File: config.mk
export PLATFORM = sky130hd
export DESIGN_NAME = ycbcr422_to_rgb_converter_flat
export DESIGN_NICKNAME = d
export VERILOG_FILES = /design/src/hw/rtl/ycc_pkg.sv /design/src/hw/rtl/ycc_req_if.sv /design/src/hw/rtl/ycc_rsp_if.sv /design/src/hw/rtl/ycc_csr_if.sv /design/src/hw/rtl/ycc_front.sv /design/src/hw/rtl/ycc_lane.sv /design/src/hw/rtl/ycc_merge.sv /design/src/hw/rtl/ycbcr422_to_rgb_converter.sv /design/src/flat_wrapper.sv
export SDC_FILE = /design/constraint.sdc
export NUM_CORES = 2
export LEC_CHECK = 0
export BUFFER_PORTS_ARGS = -buffer_cell sky130_fd_sc_hd__buf_2
export CORE_ASPECT_RATIO = 0.75
export CORE_MARGIN = 3
export CORE_UTILIZATION = 60
export CTS_CLUSTER_DIAMETER = 150
export DETAILED_ROUTE_END_ITERATION = 10
export PLACE_DENSITY = 0.76
export SLEW_MARGIN = 20
export SYNTH_ARGS = -nofsm -noshare
export SYNTH_HDL_FRONTEND = slang
export SYNTH_SLANG_ARGS = --single-unit
File: constraint.sdc
create_clock -name clock -period 42.6 [get_ports clock]
set_input_delay 8.52 -clock clock [delete_from_list [all_inputs] [get_ports clock]]
set_output_delay 8.52 -clock clock [all_outputs]
set_load 0.01 [all_outputs]
File: src/hw/rtl/ycc_pkg.sv
// Shared types and constants for the YCbCr 4:2:2 to RGB converter.
// No dependencies; the front, lane, merge and top-level files import this package.
package ycc_pkg;

   // One lane per result pixel that a single request can cause.
   localparam int NumLanes = 4;
   localparam int CntW     = $clog2(NumLanes + 1);
   localparam int IdxW     = $clog2(NumLanes);

   // BT.601 coefficients in 16-bit fixed point, as signed multiplier operands.
   localparam logic signed [17:0] CoefRedCr   = 18'sd89831;
   localparam logic signed [17:0] CoefGreenCr = 18'sd45757;
   localparam logic signed [17:0] CoefGreenCb = 18'sd22050;
   localparam logic signed [17:0] CoefBlueCb  = 18'sd113538;
   localparam logic signed [8:0]  ChromaZero  = 9'sd128;
   localparam int ProdW = 27;
   localparam int FracW = 16;

   // One pixel waiting for conversion, with its result flags.
   typedef struct packed {
      logic [7:0] y;
      logic [7:0] cb;
      logic [7:0] cr;
      logic       last_of_run;
      logic       line_done;
   } pix_type;

   // Converted components of one pixel.
   typedef struct packed {
      logic [7:0] red;
      logic [7:0] green;
      logic [7:0] blue;
   } rgb_type;

   // One result pixel as it leaves the block.
   typedef struct packed {
      logic [7:0] red;
      logic [7:0] green;
      logic [7:0] blue;
      logic       last_of_run;
      logic       line_done;
   } out_type;

   // All pixels caused by one request, filled from lane 0 upward.
   typedef struct packed {
      pix_type [NumLanes-1:0] pix;
      logic [CntW-1:0]        count;
   } bundle_type;

   // Status of the front stage.
   typedef struct packed {
      logic s1_valid;
      logic holding;
   } front_status_type;

   // Pipeline advance controls from the merge stage.
   typedef struct packed {
      logic s1_ready;
      logic s2_load;
   } pipe_ctrl_type;

endpackage

File: src/hw/rtl/ycc_req_if.sv
// Request channel of the converter: one YCbCr item with valid/ready.
// Depends on nothing.
interface ycc_req_if;
   logic       valid;
   logic       ready;
   logic [7:0] luma_first;
   logic [7:0] luma_second;
   logic [7:0] chroma_blue;
   logic [7:0] chroma_red;
   logic       line_end;

   modport source (output valid, output luma_first, output luma_second,
                   output chroma_blue, output chroma_red, output line_end,
                   input ready);
   modport sink (input valid, input luma_first, input luma_second,
                 input chroma_blue, input chroma_red, input line_end,
                 output ready);
endinterface

File: src/hw/rtl/ycc_rsp_if.sv
// Result channel of the converter: one RGB pixel with valid/ready.
// Depends on nothing.
interface ycc_rsp_if;
   logic       valid;
   logic       ready;
   logic [7:0] red;
   logic [7:0] green;
   logic [7:0] blue;
   logic       last_of_run;
   logic       line_done;

   modport source (output valid, output red, output green, output blue,
                   output last_of_run, output line_done, input ready);
   modport sink (input valid, input red, input green, input blue,
                 input last_of_run, input line_done, output ready);
endinterface

File: src/hw/rtl/ycc_csr_if.sv
// Configuration write channel of the converter: the chroma mode register.
// Depends on nothing.
interface ycc_csr_if;
   logic valid;
   logic ready;
   logic chroma_mode;

   modport source (output valid, output chroma_mode, input ready);
   modport sink (input valid, input chroma_mode, output ready);
endinterface

File: src/hw/rtl/ycc_front.sv
// Front stage: held 4:2:2 pair, chroma averaging and per-request pixel bundle.
// Depends on ycc_pkg and ycc_req_if.
module ycc_front (
   input  logic                      clock,
   input  logic                      reset,
   input  logic                      mode,
   ycc_req_if.sink                   req,
   input  logic                      s1_ready,
   output ycc_pkg::bundle_type       bundle,
   output ycc_pkg::front_status_type status
);
   import ycc_pkg::*;

   logic [7:0] held_y0_ff, held_y0_in;
   logic [7:0] held_y1_ff, held_y1_in;
   logic [7:0] held_cb_ff, held_cb_in;
   logic [7:0] held_cr_ff, held_cr_in;
   logic       holding_ff, holding_in;
   logic       s1_valid_ff, s1_valid_in;
   bundle_type bundle_ff, bundle_in;
   logic       accept;
   pix_type    old0, old1, new0, new1;

   function automatic logic [7:0] avg_round(input logic [7:0] a, input logic [7:0] b);
      logic [8:0] sum;
      sum = {1'b0, a} + {1'b0, b} + 9'd1;
      return sum[8:1];
   endfunction

   assign accept    = req.valid && req.ready;
   assign req.ready = !s1_valid_ff || s1_ready;

   // Candidate pixels: the held pair and the new pair.
   always_comb begin
      old0             = '0;
      old0.y           = held_y0_ff;
      old0.cb          = held_cb_ff;
      old0.cr          = held_cr_ff;
      old1             = '0;
      old1.y           = held_y1_ff;
      old1.cb          = avg_round(held_cb_ff, req.chroma_blue);
      old1.cr          = avg_round(held_cr_ff, req.chroma_red);
      new0             = '0;
      new0.y           = req.luma_first;
      new0.cb          = req.chroma_blue;
      new0.cr          = req.chroma_red;
      new1             = new0;
      new1.y           = req.luma_second;
      new1.line_done   = 1'b1;
   end

   // Bundle of results for this request and next held state.
   always_comb begin
      bundle_in  = '0;
      held_y0_in = held_y0_ff;
      held_y1_in = held_y1_ff;
      held_cb_in = held_cb_ff;
      held_cr_in = held_cr_ff;
      holding_in = holding_ff;
      if (!mode) begin
         bundle_in.pix[0]           = new0;
         bundle_in.pix[0].line_done = req.line_end;
         bundle_in.count            = CntW'(1);
      end else begin
         case ({holding_ff, req.line_end})
            2'b11: begin
               bundle_in.pix[0] = old0;
               bundle_in.pix[1] = old1;
               bundle_in.pix[2] = new0;
               bundle_in.pix[3] = new1;
               bundle_in.count  = CntW'(4);
            end
            2'b10: begin
               bundle_in.pix[0] = old0;
               bundle_in.pix[1] = old1;
               bundle_in.count  = CntW'(2);
            end
            2'b01: begin
               bundle_in.pix[0] = new0;
               bundle_in.pix[1] = new1;
               bundle_in.count  = CntW'(2);
            end
            default: begin
               bundle_in.count = '0;
            end
         endcase
      end
      // Mark the final pixel of the run.
      case (bundle_in.count)
         CntW'(1): bundle_in.pix[0].last_of_run = 1'b1;
         CntW'(2): bundle_in.pix[1].last_of_run = 1'b1;
         CntW'(4): bundle_in.pix[3].last_of_run = 1'b1;
         default: ;
      endcase
      if (accept) begin
         if (!mode || req.line_end) begin
            holding_in = 1'b0;
         end else begin
            held_y0_in = req.luma_first;
            held_y1_in = req.luma_second;
            held_cb_in = req.chroma_blue;
            held_cr_in = req.chroma_red;
            holding_in = 1'b1;
         end
      end
   end

   // Stage register valid: a request that causes no result is dropped here.
   always_comb begin
      s1_valid_in = s1_valid_ff;
      if (accept) begin
         s1_valid_in = (bundle_in.count != '0);
      end else if (s1_ready) begin
         s1_valid_in = 1'b0;
      end
   end

   always_ff @(posedge clock) begin
      if (reset) begin
         holding_ff  <= 1'b0;
         s1_valid_ff <= 1'b0;
      end else begin
         holding_ff  <= holding_in;
         s1_valid_ff <= s1_valid_in;
      end
   end

   always_ff @(posedge clock) begin
      held_y0_ff <= held_y0_in;
      held_y1_ff <= held_y1_in;
      held_cb_ff <= held_cb_in;
      held_cr_ff <= held_cr_in;
      if (accept) begin
         bundle_ff <= bundle_in;
      end
   end

   assign bundle          = bundle_ff;
   assign status.s1_valid = s1_valid_ff;
   assign status.holding  = holding_ff;

endmodule

File: src/hw/rtl/ycc_lane.sv
// One conversion lane: registered coefficient products, then sum and saturate.
// Depends on ycc_pkg.
module ycc_lane (
   input  logic              clock,
   input  logic              load,
   input  ycc_pkg::pix_type  pix,
   output ycc_pkg::rgb_type  rgb
);
   import ycc_pkg::*;

   logic signed [8:0]       d, e;
   logic signed [ProdW-1:0] prod_r_ff, prod_r_in;
   logic signed [ProdW-1:0] prod_gd_ff, prod_gd_in;
   logic signed [ProdW-1:0] prod_ge_ff, prod_ge_in;
   logic signed [ProdW-1:0] prod_b_ff, prod_b_in;
   logic [7:0]              y_ff;
   logic signed [ProdW-1:0] sum_g;

   // Quotient by 65536, truncated toward zero.
   function automatic logic signed [ProdW-FracW-1:0] trunc_div(
      input logic signed [ProdW-1:0] x);
      logic signed [ProdW-FracW-1:0] q;
      q = x[ProdW-1:FracW];
      if (x[ProdW-1] && (x[FracW-1:0] != '0)) begin
         q = q + (ProdW-FracW)'(1);
      end
      return q;
   endfunction

   // Luma plus or minus a correction, saturated to 0..255.
   function automatic logic [7:0] sat_add(input logic [7:0] y,
                                          input logic signed [ProdW-FracW-1:0] q,
                                          input logic negate);
      logic signed [ProdW-FracW+1:0] s;
      logic signed [ProdW-FracW+1:0] qx;
      qx = (ProdW-FracW+2)'(q);
      s  = $signed({{(ProdW-FracW-6){1'b0}}, y});
      s  = negate ? (s - qx) : (s + qx);
      if (s < 0) begin
         return 8'd0;
      end else if (s > $signed((ProdW-FracW+2)'(255))) begin
         return 8'd255;
      end
      return s[7:0];
   endfunction

   // Chroma offsets and products.
   always_comb begin
      d          = $signed({1'b0, pix.cr}) - ChromaZero;
      e          = $signed({1'b0, pix.cb}) - ChromaZero;
      prod_r_in  = d * CoefRedCr;
      prod_gd_in = d * CoefGreenCr;
      prod_ge_in = e * CoefGreenCb;
      prod_b_in  = e * CoefBlueCb;
   end

   always_ff @(posedge clock) begin
      if (load) begin
         prod_r_ff  <= prod_r_in;
         prod_gd_ff <= prod_gd_in;
         prod_ge_ff <= prod_ge_in;
         prod_b_ff  <= prod_b_in;
         y_ff       <= pix.y;
      end
   end

   // Scale, add to luma and saturate.
   always_comb begin
      sum_g     = prod_gd_ff + prod_ge_ff;
      rgb.red   = sat_add(y_ff, trunc_div(prod_r_ff), 1'b0);
      rgb.green = sat_add(y_ff, trunc_div(sum_g), 1'b1);
      rgb.blue  = sat_add(y_ff, trunc_div(prod_b_ff), 1'b0);
   end

endmodule

File: src/hw/rtl/ycc_merge.sv
// Merge stage: collects the lane results of one request and sends them out
// one pixel a cycle while rsp.ready is high. Depends on ycc_pkg and ycc_rsp_if.
module ycc_merge (
   input  logic                                  clock,
   input  logic                                  reset,
   input  logic                                  s1_valid,
   input  ycc_pkg::bundle_type                   bundle,
   input  ycc_pkg::rgb_type [ycc_pkg::NumLanes-1:0] lane_rgb,
   output ycc_pkg::pipe_ctrl_type                ctrl,
   ycc_rsp_if.source                             rsp
);
   import ycc_pkg::*;

   logic                    s2_valid_ff, s2_valid_in;
   logic [CntW-1:0]         s2_cnt_ff;
   logic [NumLanes-1:0]     s2_last_ff, s2_done_ff;
   logic                    s3_valid_ff, s3_valid_in;
   logic [CntW-1:0]         s3_cnt_ff;
   logic [IdxW-1:0]         s3_idx_ff, s3_idx_in;
   out_type [NumLanes-1:0]  s3_res_ff;
   logic                    take, take_last, s3_free, s2_move;
   out_type                 cur;

   // Output serializer handshake.
   assign take      = s3_valid_ff && rsp.ready;
   assign take_last = take && ((CntW'(s3_idx_ff) + CntW'(1)) == s3_cnt_ff);
   assign s3_free   = !s3_valid_ff || take_last;
   assign s2_move   = s2_valid_ff && s3_free;

   assign ctrl.s1_ready = !s2_valid_ff || s3_free;
   assign ctrl.s2_load  = s1_valid && ctrl.s1_ready;

   // Valid and index updates.
   always_comb begin
      s2_valid_in = s2_valid_ff;
      if (ctrl.s2_load) begin
         s2_valid_in = 1'b1;
      end else if (s2_move) begin
         s2_valid_in = 1'b0;
      end
      s3_valid_in = s3_valid_ff;
      s3_idx_in   = s3_idx_ff;
      if (s2_move) begin
         s3_valid_in = 1'b1;
         s3_idx_in   = '0;
      end else if (take_last) begin
         s3_valid_in = 1'b0;
      end else if (take) begin
         s3_idx_in = s3_idx_ff + IdxW'(1);
      end
   end

   always_ff @(posedge clock) begin
      if (reset) begin
         s2_valid_ff <= 1'b0;
         s3_valid_ff <= 1'b0;
         s3_idx_ff   <= '0;
      end else begin
         s2_valid_ff <= s2_valid_in;
         s3_valid_ff <= s3_valid_in;
         s3_idx_ff   <= s3_idx_in;
      end
   end

   // Request metadata alongside the lane product registers, then results.
   always_ff @(posedge clock) begin
      if (ctrl.s2_load) begin
         s2_cnt_ff <= bundle.count;
         for (int i = 0; i < NumLanes; i++) begin
            s2_last_ff[i] <= bundle.pix[i].last_of_run;
            s2_done_ff[i] <= bundle.pix[i].line_done;
         end
      end
      if (s2_move) begin
         s3_cnt_ff <= s2_cnt_ff;
         for (int i = 0; i < NumLanes; i++) begin
            s3_res_ff[i].red         <= lane_rgb[i].red;
            s3_res_ff[i].green       <= lane_rgb[i].green;
            s3_res_ff[i].blue        <= lane_rgb[i].blue;
            s3_res_ff[i].last_of_run <= s2_last_ff[i];
            s3_res_ff[i].line_done   <= s2_done_ff[i];
         end
      end
   end

   // Present the current pixel.
   assign cur             = s3_res_ff[s3_idx_ff];
   assign rsp.valid       = s3_valid_ff;
   assign rsp.red         = cur.red;
   assign rsp.green       = cur.green;
   assign rsp.blue        = cur.blue;
   assign rsp.last_of_run = cur.last_of_run;
   assign rsp.line_done   = cur.line_done;

endmodule

File: src/hw/rtl/ycbcr422_to_rgb_converter.sv
// YCbCr 4:4:4 / 4:2:2 to RGB converter, top level.
// Path: a request passes the front bundle register, the lane product registers
// and the merge result register before its first result is presented.
// Throughput: one result pixel per cycle from the output serializer when not
// stalled; a request gives 1, 2 or 4 (a 4:2:2 line start with nothing held, none).
// Reset: synchronous, active high; clears the mode register, the held pair flag
// and all pipeline valids. Depends on ycc_pkg, the channel interfaces,
// ycc_front, ycc_lane and ycc_merge.
module ycbcr422_to_rgb_converter (
   input  logic      clock,
   input  logic      reset,
   ycc_req_if.sink   req,
   ycc_rsp_if.source rsp,
   ycc_csr_if.sink   csr
);
   import ycc_pkg::*;

   logic                   mode_ff, mode_in;
   bundle_type             bundle;
   front_status_type       status;
   pipe_ctrl_type          ctrl;
   rgb_type [NumLanes-1:0] lane_rgb;

   // Chroma mode register; writes are always taken.
   assign csr.ready = 1'b1;
   assign mode_in   = (csr.valid && csr.ready) ? csr.chroma_mode : mode_ff;

   always_ff @(posedge clock) begin
      if (reset) begin
         mode_ff <= 1'b0;
      end else begin
         mode_ff <= mode_in;
      end
   end

   // Front stage with held pair.
   ycc_front u_front (
      .clock    (clock),
      .reset    (reset),
      .mode     (mode_ff),
      .req      (req),
      .s1_ready (ctrl.s1_ready),
      .bundle   (bundle),
      .status   (status)
   );

   // Conversion lanes, one per pixel of the bundle.
   for (genvar i = 0; i < NumLanes; i++) begin : g_lane
      ycc_lane u_lane (
         .clock (clock),
         .load  (ctrl.s2_load),
         .pix   (bundle.pix[i]),
         .rgb   (lane_rgb[i])
      );
   end

   // Merge and output serializer.
   ycc_merge u_merge (
      .clock    (clock),
      .reset    (reset),
      .s1_valid (status.s1_valid),
      .bundle   (bundle),
      .lane_rgb (lane_rgb),
      .ctrl     (ctrl),
      .rsp      (rsp)
   );

   // The end of a line is always the final pixel of its request.
   a_done_is_last: assert property (@(posedge clock) disable iff (reset)
      (rsp.valid && rsp.line_done) |-> rsp.last_of_run)
      else $error("line_done without last_of_run");

   // No result is presented in the cycle after reset.
   a_reset_empty: assert property (@(posedge clock)
      $past(reset) |-> !rsp.valid)
      else $error("result valid right after reset");

   // A 4:2:2 line start with nothing held produces no pixels.
   a_line_start_silent: assert property (@(posedge clock) disable iff (reset)
      (req.valid && req.ready && mode_ff && !status.holding && !req.line_end)
      |=> !status.s1_valid)
      else $error("pixels produced for an unpaired line start");

endmodule

File: src/flat_wrapper.sv
// flat-port wrapper written by rule: the top's interface ports become plain ports
module ycbcr422_to_rgb_converter_flat import ycc_pkg::*;
  (clock, reset, req_valid, req_luma_first, req_luma_second, req_chroma_blue, req_chroma_red, req_line_end, req_ready, rsp_valid, rsp_red, rsp_green, rsp_blue, rsp_last_of_run, rsp_line_done, rsp_ready, csr_valid, csr_chroma_mode, csr_ready);
  ycc_req_if req_i ();
  ycc_rsp_if rsp_i ();
  ycc_csr_if csr_i ();
  input  logic clock;
  input  logic reset;
  input wire logic [$bits(req_i.valid)-1:0] req_valid;
  input wire logic [$bits(req_i.luma_first)-1:0] req_luma_first;
  input wire logic [$bits(req_i.luma_second)-1:0] req_luma_second;
  input wire logic [$bits(req_i.chroma_blue)-1:0] req_chroma_blue;
  input wire logic [$bits(req_i.chroma_red)-1:0] req_chroma_red;
  input wire logic [$bits(req_i.line_end)-1:0] req_line_end;
  output wire logic [$bits(req_i.ready)-1:0] req_ready;
  output wire logic [$bits(rsp_i.valid)-1:0] rsp_valid;
  output wire logic [$bits(rsp_i.red)-1:0] rsp_red;
  output wire logic [$bits(rsp_i.green)-1:0] rsp_green;
  output wire logic [$bits(rsp_i.blue)-1:0] rsp_blue;
  output wire logic [$bits(rsp_i.last_of_run)-1:0] rsp_last_of_run;
  output wire logic [$bits(rsp_i.line_done)-1:0] rsp_line_done;
  input wire logic [$bits(rsp_i.ready)-1:0] rsp_ready;
  input wire logic [$bits(csr_i.valid)-1:0] csr_valid;
  input wire logic [$bits(csr_i.chroma_mode)-1:0] csr_chroma_mode;
  output wire logic [$bits(csr_i.ready)-1:0] csr_ready;
  assign req_i.valid = req_valid;
  assign req_i.luma_first = req_luma_first;
  assign req_i.luma_second = req_luma_second;
  assign req_i.chroma_blue = req_chroma_blue;
  assign req_i.chroma_red = req_chroma_red;
  assign req_i.line_end = req_line_end;
  assign req_ready = req_i.ready;
  assign rsp_valid = rsp_i.valid;
  assign rsp_red = rsp_i.red;
  assign rsp_green = rsp_i.green;
  assign rsp_blue = rsp_i.blue;
  assign rsp_last_of_run = rsp_i.last_of_run;
  assign rsp_line_done = rsp_i.line_done;
  assign rsp_i.ready = rsp_ready;
  assign csr_i.valid = csr_valid;
  assign csr_i.chroma_mode = csr_chroma_mode;
  assign csr_ready = csr_i.ready;
  ycbcr422_to_rgb_converter u_core (.clock(clock), .reset(reset), .req(req_i), .rsp(rsp_i), .csr(csr_i));
endmodule
Word-level counts from Yosys, hierarchy flattened
Cells that the tools add are included.
{"block": "totals", "reg_bits": 598, "in_bits": 39, "output_inout_bits": 29, "elab_cells": 275}
{"block": "classes", "add_sub_neg": 36, "n_mul": 12, "magnitude_cmp": 25, "eq_ne": 7, "mux": 83, "bitwise": 2, "reduce_logical": 41}
{"operator": "$mux 8", "count": 36}
{"operator": "$mul 9x17->26 const B", "count": 6}
{"operator": "$gt 12x9->1 const B", "count": 12}
{"operator": "$lt 12x1->1 const B", "count": 12}
{"operator": "$reduce_bool 16->1", "count": 9}
{"operator": "$pmux 52 s2", "count": 1}
{"operator": "$add 11x2->11 const B", "count": 9}
{"operator": "$mux 11", "count": 9}
{"operator": "$add 9x11->12", "count": 8}
{"operator": "$add 27x27->27", "count": 3}
{"operator": "$mul 9x18->27 const B", "count": 3}
{"operator": "$mul 9x15->24 const B", "count": 3}
{"operator": "$mux 54", "count": 1}
{"operator": "$sub 8x8->9 const B", "count": 6}
{"operator": "$bmux 26 s2", "count": 1}
{"operator": "$sub 9x11->12", "count": 4}
{"operator": "$mux 1", "count": 31}
{"operator": "$mux 29", "count": 1}
{"operator": "$mux 27", "count": 1}
{"operator": "$mux 26", "count": 1}
{"operator": "$add 8x8->9", "count": 2}
{"operator": "$add 9x1->9 const B", "count": 2}
{"operator": "$logic_and 1x1->1", "count": 14}
{"operator": "$pmux 3 s2", "count": 1}
{"operator": "other kinds (16)", "count": 30}

Depth between registers and ports, before layout
{"block": "depth", "depth_word": 9, "ltp_mapped": 27}

Hierarchy
From an unflattened synthesis, not the netlist that was laid out.
{"block": "unflattened", "hier_cells": 6600, "hier_area_um2": 70331.2}
{"mod": "ycc_lane (u_core.g_lane[3].u_lane)", "instances": 1, "cells_each": 1535, "area_each_um2": 15245.9, "seq_area_each_um2": 3183.1}
{"mod": "ycc_lane (u_core.g_lane[2].u_lane)", "instances": 1, "cells_each": 1532, "area_each_um2": 15189.6, "seq_area_each_um2": 3183.1}
{"mod": "ycc_lane (u_core.g_lane[0].u_lane)", "instances": 1, "cells_each": 1467, "area_each_um2": 14968.1, "seq_area_each_um2": 3183.1}
{"mod": "ycc_lane (u_core.g_lane[1].u_lane)", "instances": 1, "cells_each": 1510, "area_each_um2": 14958.1, "seq_area_each_um2": 3183.1}
{"mod": "ycc_front", "instances": 1, "cells_each": 378, "area_each_um2": 5461.5, "seq_area_each_um2": 3673.5}
{"mod": "ycc_merge", "instances": 1, "cells_each": 173, "area_each_um2": 4463.0, "seq_area_each_um2": 3623.5}
{"mod": "ycbcr422_to_rgb_converter", "instances": 1, "cells_each": 5, "area_each_um2": 45.0, "seq_area_each_um2": 20.0}

Worst setup path before layout
OpenSTA, ideal clock, no wires.
{"block": "synth_timing", "kind": "input -> register", "from": "input port rsp_ready", "to": "register u_core.g_lane[0].u_lane.prod_b_ff[10], enable pin", "setup_time_ns": 1.143, "arrival_time_ns": 24.852, "setup_slack_ns": 16.605, "stages": 3, "path_cell_list": "inv_1 > o21a_1 > a21oi_1"}
{"block": "synth_via", "elab_chain_len": 5}
{"element": "start: declaration", "line": "flat_wrapper.sv:22", "text": "input wire logic [$bits(rsp_i.ready)-1:0] rsp_ready;"}
{"element": "$logic_and 1x1->1", "line": "ycc_merge.sv:25", "text": "assign take = s3_valid_ff && rsp.ready;"}
{"element": "$logic_and 1x1->1", "line": "ycc_merge.sv:26", "text": "assign take_last = take && ((CntW'(s3_idx_ff) + CntW'(1)) == s3_cnt_ff);"}
{"element": "$logic_or 1x1->1", "line": "ycc_merge.sv:27", "text": "assign s3_free = !s3_valid_ff || take_last;"}
{"element": "$logic_or 1x1->1", "line": "ycc_merge.sv:30", "text": "assign ctrl.s1_ready = !s2_valid_ff || s3_free;"}
{"element": "$logic_and 1x1->1", "line": "ycc_merge.sv:31", "text": "assign ctrl.s2_load = s1_valid && ctrl.s1_ready;"}
{"element": "named net u_core.g_lane[0].u_lane.load", "line": "ycc_lane.sv:5", "text": "input logic load,"}
{"element": "end signal: assignment", "line": "ycc_lane.sv:62", "text": "prod_b_ff <= prod_b_in;"}
{"element": "end: declaration", "line": "ycc_lane.sv:15", "text": "logic signed [ProdW-1:0] prod_b_ff, prod_b_in;"}
The timed path passes the listed nets, and every way through them passes these cells.
A chain may end at the register's enable or synchronous reset.

Worst setup path in the final report
{"block": "layout_timing", "from": "input port rsp_ready", "to": "output port req_ready"}
{"block": "layout_via", "elab_chain_len": 5}
{"element": "$logic_and 1x1->1", "line": "ycc_merge.sv:25"}
{"element": "$logic_and 1x1->1", "line": "ycc_merge.sv:26"}
{"element": "$logic_or 1x1->1", "line": "ycc_merge.sv:27"}
{"element": "$logic_or 1x1->1", "line": "ycc_merge.sv:30"}
{"element": "$logic_or 1x1->1", "line": "ycc_front.sv:31", "text": "assign req.ready = !s1_valid_ff || s1_ready;"}
{"element": "end: declaration", "line": "flat_wrapper.sv:15", "text": "output wire logic [$bits(req_i.ready)-1:0] req_ready;"}
Every way passes these cells.

==> results.json <==
{
  "syn_to_final_growth_pct": 7.445,
  "distinct_cells_synth": 105,
  "numPlacedInstances": 6197,
  "fin_cells": 6327,
  "timing.critical_path.to": "req_ready",
  "finalWorstPathRequiredPeriod_ns": 17.85,
  "final_net_count": 6407,
  "post_drt_via_cell_ratio": 5.839,
  "grt_remaining_overflow": 0,
  "grt_pass1_vias": 37090,
  "clockRootBuffer": "sky130_fd_sc_hd__clkbuf_16",
  "worst_endpoint_data_arrival_time_ns": 9.33,
  "p_leak_nw": 27.77,
  "clock_sinks": 568,
  "syn-cell-area_mm2": 0.05455,
  "setup_violating_endpoint_count_in_the_final_report": 0,
  "clk_pin_slew_worst_paths_ns": 0.06,
  "totalWireLength_mm": 126.6,
  "grt_max_degree": 85,
  "crit_path_end_kind": "output pin",
  "design.die.area_mm2": 0.09461,
  "nFillCells": 6997,
  "startpoint_type_of_the_worst_setup_path": "input port",
  "clock.fmax_mhz": 56.03,
  "report.final.slew_viol_count": 0,
  "fp.coreArea_mm2": 0.08986,
  "grt_antenna_before_repair": 16,
  "std_cell_rows": 95,
  "cts-root-to-sink-buffers": 3,
  "vdd.ir_drop.worst_v": 0.00005868,
  "drt.antenna.violating_nets": 0,
  "worst_slack_ns": 24.75,
  "synth.cells.most_frequent": "sky130_fd_sc_hd__ha_1 (960), sky130_fd_sc_hd__inv_1 (802), sky130_fd_sc_hd__edfxtp_1 (561)",
  "slew-limit-headroom_pct": 28.46,
  "post-layout-total-power_mw": 3.352,
  "clock_skew_ns": 0.02236,
  "grt_pass1_wl_mm": 202.9,
  "finish.utilization_pct": 65.23,
  "synthDominantCellAreaShare_pct": 30.88,
  "crit_type": "in -> out",
  "worstSkewPairLatency_ns": 0.64,
  "post_cts.repair.setup_buffers": 0,
  "hold_viol": 0,
  "drt_pass1_iterations": 6,
  "remaining_drc_errors": 0,
  "cts_max_level": 3,
  "worst_r2r_path_depth": 22,
  "post_synth.cell_area_avg_um2": 11.02,
  "post_cts.resized_instances": 0,
  "synthTopCellsByArea": "sky130_fd_sc_hd__edfxtp_1 (31%), sky130_fd_sc_hd__ha_1 (22%), sky130_fd_sc_hd__fa_1 (13%)",
  "syn-instance-count": 4949,
  "hold_class": "reg -> reg",
  "track_usage_pct": 27.33,
  "cts_inserted_buffers": 66,
  "numPortBuffers": 66,
  "starting_density_of_the_core_pct": 60.71,
  "worstMarginPinSlew_ns": 1.064,
  "r2r-start": "u_core.u_front.bundle[12]",
  "status": "finished, final reports clean",
  "place.detailed.hpwl_mm": 101.3,
  "synth_sequential_area_ratio_pct": 31.14,
  "rrSetupSlack_ns": 34.94,
  "yosysTopAreaCell": "sky130_fd_sc_hd__edfxtp_1",
  "synth_nets": 6302,
  "number_of_flops_mapped_to_enable_cells_by_yosys": 561,
  "vias": 36940,
  "synth_ff_type": "sky130_fd_sc_hd__edfxtp_1",
  "grt_setup_unrepaired": "false",
  "crit_fanout": 5,
  "tritoncts": "yes",
  "floorplan.io_pins": 68,
  "final_layout_size_suffix_gt1_share_pct": 5.799,
  "synthMostInstantiatedCell": "sky130_fd_sc_hd__ha_1",
  "asyncSetResetFlopFracSynth_pct": 0,
  "postCtsHoldBufs": 0,
  "placement.cell_area_mm2": 0.05636,
  "layout_worst_path_cycle_share_pct": 41.90,
  "place_ws_ns": 24.77,
  "gp_routability_congestion": 0.9346,
  "die-width_um": 354.2,
  "hold-worst-slack_ns": 0.4086,
  "postLayoutCellArea_mm2": 0.05861,
  "ys_warns": 0,
  "critPathRequiredTime_ns": 34.08,
  "critical_path.reg2reg.endpoint": "u_core.g_lane[0].u_lane.prod_r_ff[26]",
  "drtIter0Drc": 3086,
  "maxCapViolCount": 0,
  "worst_hold_path.num_cells": 0,
  "powerDensity_mw_per_mm2": 57.19,
  "detail_route.wl_per_cell_um": 20.01,
  "crit_startpoint": "rsp_ready",
  "die-height_um": 267.1,
  "ffs_latches_synth": 568,
  "finalSetupTns_ns": 0
}
## state kept, by name (all words and copies together), names as in the netlist, 8 cells and up
| name | flops |
|---|---|
| u_core.u_front.held_y1_ff | 8 |
| u_core.u_front.bundle | 89 |
| u_core.u_front.held_cb_ff | 8 |
| u_core.g_lane.u_lane.prod_ge_ff | 60 |
| u_core.g_lane.u_lane.prod_r_ff | 81 |
| u_core.u_merge.s3_res_ff | 102 |
| u_core.g_lane.u_lane.y_ff | 32 |
| u_core.u_front.held_y0_ff | 8 |
| u_core.g_lane.u_lane.prod_b_ff | 78 |
| u_core.g_lane.u_lane.prod_gd_ff | 75 |
| u_core.u_front.held_cr_ff | 8 |
## layer usage
layer | up-vias | wire (um) | GRT usage (%)
met5 | - | 50 | 0
met4 | 8 | 2639 | 6.169
met3 | 152 | 12250 | 6.625
met2 | 1116 | 52020 | 39.78
met1 | 17920 | 59660 | 41.34
li1 | 17750 | - | -
## cell families after synthesis
group | synth area share (%)
AOI/OAI and AO/OA | 12.40
DFF | 31.14
buffers and inverters | 5.934
xor gates and xnor gates | 6.406
other | 0.006874
muxes | 1.787
adders and majority gates | 35.08
and+or+nand+nor | 7.241
## layout make-up
class	count	area [um^2]	share of cell area (%)
Clock inverter	45	520.5	0.8880
Multi-Input combinational cell	3528	34370	58.63
Tap cell	1212	1516	2.587
Antenna cell	11	27.53	0.04696
Timing Repair Buffer	85	493.0	0.8411
Sequential cell	568	16990	28.98
Clock buffer	73	1678	2.863
Inverter	805	3024	5.160
## how the worst min path moves through the flow
stage	start	slack, ns	end
after global routing	u_core.u_front.bundle[22]	0.42	u_core.g_lane[0].u_lane.y_ff[1]
after CTS	u_core.u_front.bundle[22]	0.40	u_core.g_lane[0].u_lane.y_ff[1]
final	u_core.u_front.bundle[22]	0.41	u_core.g_lane[0].u_lane.y_ff[1]
after floorplan	u_core.u_front.bundle[21]	0.40	u_core.g_lane[0].u_lane.y_ff[0]
after global placement	u_core.u_front.bundle[82]	0.40	u_core.u_merge.s2_last_ff[3]
after detailed placement	u_core.u_front.bundle[24]	0.40	u_core.g_lane[0].u_lane.y_ff[3]
## worst max-delay path: stages
cell	delay, ns
sky130_fd_sc_hd__buf_2	0.12
sky130_fd_sc_hd__inv_1	0.05
sky130_fd_sc_hd__o21a_1	0.29
sky130_fd_sc_hd__nand3_1	0.18
sky130_fd_sc_hd__buf_2	0.18
## report_power, final
group / internal (mW) / switching (mW)
Clock: 0.334 / 0.249
Sequential: 0.785 / 0.0587
Combinational: 0.838 / 1.09
Total: 1.96 / 1.39
## layout by cell type, fill, tap and decap left out, types with 29 or more instances in the layout
| cell type | synthesis | final |
|---|---|---|
| sky130_fd_sc_hd__edfxtp_1 | 561 | 561 |
| sky130_fd_sc_hd__inv_1 | 802 | 801 |
| sky130_fd_sc_hd__nand2_1 | 115 | 115 |
| sky130_fd_sc_hd__nand3_1 | 71 | 71 |
| sky130_fd_sc_hd__nor4_1 | 31 | 31 |
| sky130_fd_sc_hd__o21a_1 | 74 | 74 |
| sky130_fd_sc_hd__o21ai_0 | 95 | 95 |
| sky130_fd_sc_hd__or2_2 | 29 | 29 |
| sky130_fd_sc_hd__and3_1 | 74 | 74 |
| sky130_fd_sc_hd__fa_1 | 354 | 354 |
| sky130_fd_sc_hd__clkbuf_16 | 0 | 66 |
| sky130_fd_sc_hd__a21o_1 | 197 | 197 |
| sky130_fd_sc_hd__nor2_1 | 190 | 190 |
| sky130_fd_sc_hd__buf_2 | 3 | 66 |
| sky130_fd_sc_hd__a22o_1 | 48 | 48 |
| sky130_fd_sc_hd__nand2b_1 | 32 | 32 |
| sky130_fd_sc_hd__nor3_1 | 73 | 70 |
| sky130_fd_sc_hd__o21bai_1 | 106 | 106 |
| sky130_fd_sc_hd__nor2b_1 | 39 | 38 |
| sky130_fd_sc_hd__a21oi_1 | 256 | 255 |
| sky130_fd_sc_hd__ha_1 | 960 | 960 |
| sky130_fd_sc_hd__xor2_1 | 137 | 137 |
| sky130_fd_sc_hd__xnor2_1 | 257 | 257 |
No activity file was read; power rests on OpenSTA's default activity.
